===== src/rtl/core/glc_pkg.sv =====
// ----------------------------------------------------------------------------
// glc_pkg
// Shared constants, types and elaboration-time functions for the gamma
// lookup table correction core.
// ----------------------------------------------------------------------------
package glc_pkg;

  // Sample and table geometry
  localparam int unsigned PIXEL_W    = 8;
  localparam int unsigned TBL_DEPTH  = 2 ** PIXEL_W;

  // Gamma select register
  localparam int unsigned SEL_W      = 3;
  localparam int unsigned NUM_SEL    = 2 ** SEL_W;
  localparam logic [SEL_W-1:0] SEL_BYPASS = SEL_W'(3);
  localparam logic [SEL_W-1:0] SEL_LAST   = SEL_W'(6);

  // Gamma as a ratio num/den; the last code is unused and kept at unity
  localparam int unsigned GAM_NUM [NUM_SEL] = '{11, 17, 29, 1, 20, 10, 5, 1};
  localparam int unsigned GAM_DEN [NUM_SEL] = '{5, 10, 20, 1, 29, 17, 11, 1};

  // Default fixed-point fraction of the gain
  localparam int unsigned FRACTION_BITS_DEF = 13;

  // Log ROM geometry
  localparam int unsigned LOG_ENTRIES = 510;
  localparam int unsigned LOG_ADDR_W  = 9;
  localparam int unsigned LOG_DEPTH   = 2 ** LOG_ADDR_W;
  localparam int unsigned LOG_W       = 31;
  localparam int unsigned KEY_W       = 32;
  localparam int unsigned LN_FRAC     = 60;
  localparam int unsigned RATIO_BITS  = 40;

  typedef logic [LOG_W-1:0] log_rom_t [LOG_DEPTH];

  // Table builder sequencer states
  typedef enum logic [1:0] {
    BLD_IDLE,
    BLD_ZERO,
    BLD_MUL,
    BLD_WALK
  } bld_state_t;

  // Configuration command to the builder
  typedef struct packed {
    logic             restart;
    logic [SEL_W-1:0] sel;
  } glc_cmd_t;

  // Table write port
  typedef struct packed {
    logic               we;
    logic [PIXEL_W-1:0] addr;
    logic [PIXEL_W-1:0] data;
  } glc_tbl_wr_t;

  // Builder status
  typedef struct packed {
    logic busy;
    logic done;
  } glc_bld_status_t;

  // True for a select code that needs a table
  function automatic logic is_gamma(logic [SEL_W-1:0] sel);
    return (sel inside {[0:SEL_LAST]}) && (sel != SEL_BYPASS);
  endfunction

  // Shift-subtract division, used only while building constants
  function automatic longint unsigned udiv64(longint unsigned num, longint unsigned den);
    longint unsigned rem;
    longint unsigned quo;
    rem = 64'd0;
    quo = 64'd0;
    for (int b = 63; b >= 0; b--) begin
      rem = {rem[62:0], num[b]};
      quo = quo << 1;
      if (rem >= den) begin
        rem = rem - den;
        quo = quo | 64'd1;
      end
    end
    return quo;
  endfunction

  // Scaled log ROM: round(ln(510/i) * (2^31-1) / ln 510), entry 0 and
  // entries past the end are zero. ln(n) is summed from
  // ln(n/(n-1)) = 2 atanh(1/(2n-1)) in Q60.
  function automatic log_rom_t build_log_rom();
    log_rom_t        rom;
    longint unsigned lnv [LOG_DEPTH];
    longint unsigned m;
    longint unsigned mm;
    longint unsigned pw;
    longint unsigned sum;
    longint unsigned odd;
    longint unsigned whole;
    longint unsigned rem;
    longint unsigned q;
    longint unsigned hi;
    longint unsigned lo;
    longint unsigned adj;
    longint unsigned val;
    for (int n = 0; n < LOG_DEPTH; n++) begin
      lnv[n] = 64'd0;
      rom[n] = '0;
    end
    for (int n = 2; n <= LOG_ENTRIES; n++) begin
      m   = 64'(2 * n - 1);
      mm  = m * m;
      pw  = udiv64(64'd1 << LN_FRAC, m);
      sum = 64'd0;
      odd = 64'd1;
      while (pw != 64'd0) begin
        sum = sum + udiv64(pw, odd);
        pw  = udiv64(pw, mm);
        odd = odd + 64'd2;
      end
      lnv[n] = lnv[n-1] + 64'd2 * sum;
    end
    whole = lnv[LOG_ENTRIES];
    for (int i = 1; i <= LOG_ENTRIES; i++) begin
      rem = whole - lnv[i];
      q   = 64'd0;
      if (rem >= whole) begin
        rem = rem - whole;
        q   = 64'd1;
      end
      for (int b = 0; b < RATIO_BITS; b++) begin
        rem = rem << 1;
        q   = q << 1;
        if (rem >= whole) begin
          rem = rem - whole;
          q   = q | 64'd1;
        end
      end
      // Round q * (2^31 - 1) / 2^40, half up
      hi  = q >> (RATIO_BITS - LOG_W);
      lo  = q & ((64'd1 << (RATIO_BITS - LOG_W)) - 64'd1);
      adj = (lo << LOG_W) + (64'd1 << (RATIO_BITS - 1))
          + (64'd1 << (RATIO_BITS + 2)) - q;
      val = hi + (adj >> RATIO_BITS) - 64'd4;
      rom[i] = val[LOG_W-1:0];
    end
    return rom;
  endfunction

endpackage


===== src/rtl/core/glc_lookup.sv =====
// ----------------------------------------------------------------------------
// glc_lookup
// Sample path: table read stage and output register, one item per cycle
// while not stalled, pass-through when no table is loaded.
// ----------------------------------------------------------------------------
module glc_lookup (
  input  logic                        clk,
  input  logic                        rst,
  input  logic                        hold_off,
  input  logic                        table_ready,
  input  logic                        in_valid,
  output logic                        in_stall,
  input  logic [glc_pkg::PIXEL_W-1:0] pixel_in,
  output logic                        out_valid,
  input  logic                        out_stall,
  output logic [glc_pkg::PIXEL_W-1:0] pixel_out,
  output logic [glc_pkg::PIXEL_W-1:0] rd_addr,
  input  logic [glc_pkg::PIXEL_W-1:0] rd_data
);
  import glc_pkg::*;

  logic               s1_valid;
  logic [PIXEL_W-1:0] s1_pixel;
  logic               s1_bypass;
  logic               out_free;
  logic               s1_adv;
  logic               accept;

  assign out_free = !out_valid || !out_stall;
  assign s1_adv   = s1_valid && out_free;
  assign in_stall = hold_off || (s1_valid && !out_free);
  assign accept   = in_valid && !in_stall;

  // Read the new sample's entry, or hold the read of a waiting item
  assign rd_addr = accept ? pixel_in : s1_pixel;

  // Valid flags
  always_ff @(posedge clk) begin
    if (rst) begin
      s1_valid  <= 1'b0;
      out_valid <= 1'b0;
    end else begin
      if (accept) begin
        s1_valid <= 1'b1;
      end else if (s1_adv) begin
        s1_valid <= 1'b0;
      end
      if (s1_adv) begin
        out_valid <= 1'b1;
      end else if (!out_stall) begin
        out_valid <= 1'b0;
      end
    end
  end

  // Payload
  always_ff @(posedge clk) begin
    if (accept) begin
      s1_pixel  <= pixel_in;
      s1_bypass <= !table_ready;
    end
    if (s1_adv) begin
      pixel_out <= s1_bypass ? s1_pixel : rd_data;
    end
  end

endmodule


===== config.mk =====
export PLATFORM = sky130hd
export DESIGN_NAME = glc_lookup
export DESIGN_NICKNAME = d
export VERILOG_FILES = /design/src/rtl/core/glc_pkg.sv /design/src/rtl/core/glc_lookup.sv
export SDC_FILE = /design/constraint.sdc
export NUM_CORES = 1
export LEC_CHECK = 0
export BUFFER_PORTS_ARGS = -buffer_cell sky130_fd_sc_hd__buf_4
export CAP_MARGIN = 20
export CORE_MARGIN = 5
export CORE_UTILIZATION = 46
export CTS_BUF_LIST = sky130_fd_sc_hd__clkbuf_4 sky130_fd_sc_hd__clkbuf_8 sky130_fd_sc_hd__clkbuf_16
export CTS_CLUSTER_DIAMETER = 200
export CTS_CLUSTER_SIZE = 25
export DETAILED_ROUTE_END_ITERATION = 10
export PLACE_DENSITY_LB_ADDON = 0.1
export SLEW_MARGIN = 20
export SYNTH_ARGS = -nofsm -noshare
export SYNTH_HDL_FRONTEND = slang
export SYNTH_SLANG_ARGS = --single-unit

===== constraint.sdc =====
create_clock -name clk -period 2.6 [get_ports clk]
set_input_delay 0.52 -clock clk [delete_from_list [all_inputs] [get_ports clk]]
set_output_delay 0.52 -clock clk [all_outputs]
set_load 0.005 [all_outputs]

==> tab_implementation.tex <==
\begin{tabular}{lr}
\hline
Metric & Value \\
\hline
\multicolumn{2}{l}{\textbf{Timing}} \\
Maximum clock frequency & $\sim$0.5 GHz \\
Worst slew slack as a fraction of its limit & around three quarters \\
Final clock period utilization by the worst path & around 77\% \\
Aggregate negative setup slack & 0 ps \\
Post-route minimum period & about 2000 ps \\
Unrepaired setup endpoints after global routing & false \\
Transition time at the pin with the least slew margin & $\sim$350 ps \\
Setup-violating endpoint count in the final report & 0 \\
Final hold viol count & 0 \\
Maximum clock skew at final layout & 0.838 ps \\
Final max-slew violation count & 0 \\
\multicolumn{2}{l}{\textbf{Synthesis}} \\
Post-synth design cell area & approximately 770 µm² \\
Mean post-synth cell area & 16.4 µm² \\
Proportion of synthesized chip area in sequential cells & just over 60\% \\
Synthesized netlist net count & 69 \\
Seq cells post-synth & 19 \\
Post-synthesis cell type count & 13 \\
Synth Instances & between 40 and 50 \\
Count of synthesis-stage warnings from yosys & 0 \\
\multicolumn{2}{l}{\textbf{CTS}} \\
Number of buffers inserted to repair setup after CTS & 0 \\
Total of hold buffers inserted after clock tree synthesis & 0 \\
Cell at the root of the clock tree & sky130\_fd\_sc\_hd\_\_clkbuf\_4 \\
Clock buffer depth & 2 \\
Clock sink count & 19 \\
Skew-Pair Late Insertion Delay & 290 ps \\
H-tree levels & 1 \\
CTS tree & yes \\
Reg clk slew, reported paths & approximately 100 ps \\
Number of clock buffers inserted by TritonCTS & 3 \\
Count of cells resized by post-cts repair & 0 \\
\multicolumn{2}{l}{\textbf{Worst setup path}} \\
Required time worst endpoint & about 2100 ps \\
Reg-to-reg startpoint & s1\_bypass \\
Endpoint kind of the worst setup timing path & output port \\
Worst setup path class & flip-flop to output port \\
Critical-path maximum fanout & 9 \\
Signal arrival time at the worst endpoint & 1490 ps \\
Critical path launch point type & flip-flop \\
Biggest cell delay along the critical path & between 300 and 400 ps \\
CP max stage cell & sky130\_fd\_sc\_hd\_\_dfxtp\_1 \\
Cell Chain, Critical Path & nand3\_2 > nand2b\_4 > mux2\_4 > buf\_4 \\
CP delay by family, top & flip-flops \\
Crit. Startpoint & out\_valid \\
Buffering stage count on the worst path with inverters included & 1 \\
\multicolumn{2}{l}{\textbf{Routing}} \\
Remaining number of nets flagged by the antenna check after routing & 0 \\
Detailed router's first-iteration violation count & 1 \\
Top routing layer in use & met3 \\
Residual DRC & 0 \\
Met2 layer wire length in the routed design & around 800 µm \\
Met3 WL & around 120 µm \\
Wire length on met1 & between 600 and 700 µm \\
Final WL & roughly 1.5 mm \\
Router iterations before antenna repair & 4 \\
Routed length per placed instance & 14.7 µm \\
Via total after detailed routing & around 520 \\
Vias per inst & between 4 and 5 \\
\multicolumn{2}{l}{\textbf{Cells and area}} \\
Number of nets in the layout & around 110 \\
Fraction of final layout cells with drive strength greater than 1 & just over 70\% \\
Layout overhead on the synthesized area & 43.4\% \\
\# diodes & 0 \\
Final core utilization & between 70 and 80\% \\
\multicolumn{2}{l}{\textbf{Global routing}} \\
Largest net degree at the start of global routing & 11 \\
First-pass GRT wire length & around 2.5 mm \\
Via count of the first global-routing pass & roughly 560 \\
Total gr overflow & 0 \\
GRT Resource Usage Total & 12.6\% \\
Antenna violations before repair & 0 \\
\multicolumn{2}{l}{\textbf{Placed design}} \\
DPL Wire Length & 1.23 mm \\
Routability cong. & roughly 0.65 \\
Port-buffer cells & 39 \\
\multicolumn{2}{l}{\textbf{Floorplan}} \\
Die Area & 2590 µm² \\
I/O pin cnt & 40 \\
Number of placement rows & 14 \\
Floorplan Core Area & about 1500 µm² \\
Die Height & slightly above 50 µm \\
Effective utilization at floorplan & 49.9\% \\
Die width & between 50 and 60 µm \\
\multicolumn{2}{l}{\textbf{Status}} \\
Status & completed \\
\multicolumn{2}{l}{\textbf{Pwr}} \\
Lkg Pwr & roughly 0.52 nW \\
Worst vdd ir & approximately 0.00037 V \\
Cell Pwr Density & $\sim$580 nW/µm² \\
\multicolumn{2}{l}{\textbf{Min path}} \\
Min-Delay Startpoint & rst \\
Hold Crit Class & primary input to flip-flop \\
\multicolumn{2}{l}{\textbf{Job}} \\
MaxCap Viol Count & 0 \\
\hline
\end{tabular}
## sequential cells by signal, summed over array words and instances (netlist names)
name       flops
out_valid      1
pixel_out      8
s1_valid       1
s1_bypass      1
s1_pixel       8
## metrics by stage
step	cell area, µm²	cells	hold slack (ps)	setup slack [ps]	power (mW)
final	1100	105	381	592	0.641
after floorplan	769	47	470	875	0.422
after global routing	1100	105	367	492	0.678
after global placement	1070	101	480	641	0.490
after detailed placement	1070	101	485	625	0.494
after CTS	1100	105	365	568	0.653
## cell families (layout without fill, tap and decap cells)
logic type,after synthesis,in the layout,synth area share [%]
muxes,16,16,27.3
DFF,19,19,61.1
AOI/OAI and AO/OA,3,3,2.28
and+or+nand+nor,5,5,6.18
buffers and inverters,4,46,3.09
## cell usage in the layout, fill, tap and decap left out, drive strengths merged
cell,n
a21oi,2
clkbuf,4
nand2b,3
dfxtp,10
nor2,1
nand3,1
inv,2
a21boi,1
edfxtp,9
mux2,16
buf,40
## path summary, 6_finish.rpt
kind | end | slack, ps | depth (start not counted)
max reg2reg | pixel_out[7] | 1410 | 1
min reg2reg | s1_pixel[3] | 510 | 1
max | rd_addr[2] | 590 | 4
min | s1_valid | 380 | 2
## layout make-up
| type | count | area, µm² |
|---|---|---|
| Inverter | 2 | 7.51 |
| Timing Repair Buffer | 40 | 300 |
| Clock buffer | 4 | 30.0 |
| Sequential cell | 19 | 470 |
| Tap cell | 16 | 20.0 |
| Fill cell | 110 | 438 |
| Multi-Input combinational cell | 24 | 275 |
## power by group
group	switching [mW]	total, mW	internal, mW
Clock	0.0854	0.155	0.0701
Sequential	0.0143	0.357	0.343
Combinational	0.0377	0.129	0.0908
Total	0.137	0.641	0.504
## layer usage
metal | GRT usage (%) | up-vias
li1 | - | 255
met1 | 13.6 | 243
met2 | 21.9 | 21
met3 | 4.07 | 0
met4 | 6.38 | 0
met5 | 0 | -
## synth_stat cells
library cell / count / share of area, %
sky130_fd_sc_hd__mux2_2: 8 / 12
sky130_fd_sc_hd__dfxtp_1: 10 / 26
sky130_fd_sc_hd__nand3_2: 1 / 1.3
sky130_fd_sc_hd__mux2_4: 8 / 16
sky130_fd_sc_hd__nand2b_4: 2 / 3.6
sky130_fd_sc_hd__a21boi_0: 1 / 0.98
sky130_fd_sc_hd__buf_2: 1 / 0.65
sky130_fd_sc_hd__nand2b_1: 1 / 0.81
sky130_fd_sc_hd__inv_1: 2 / 0.98
sky130_fd_sc_hd__a21oi_1: 2 / 1.3
sky130_fd_sc_hd__nor2_1: 1 / 0.49
sky130_fd_sc_hd__edfxtp_1: 9 / 35
sky130_fd_sc_hd__buf_6: 1 / 1.5
(Power assumes the default switching activity.)
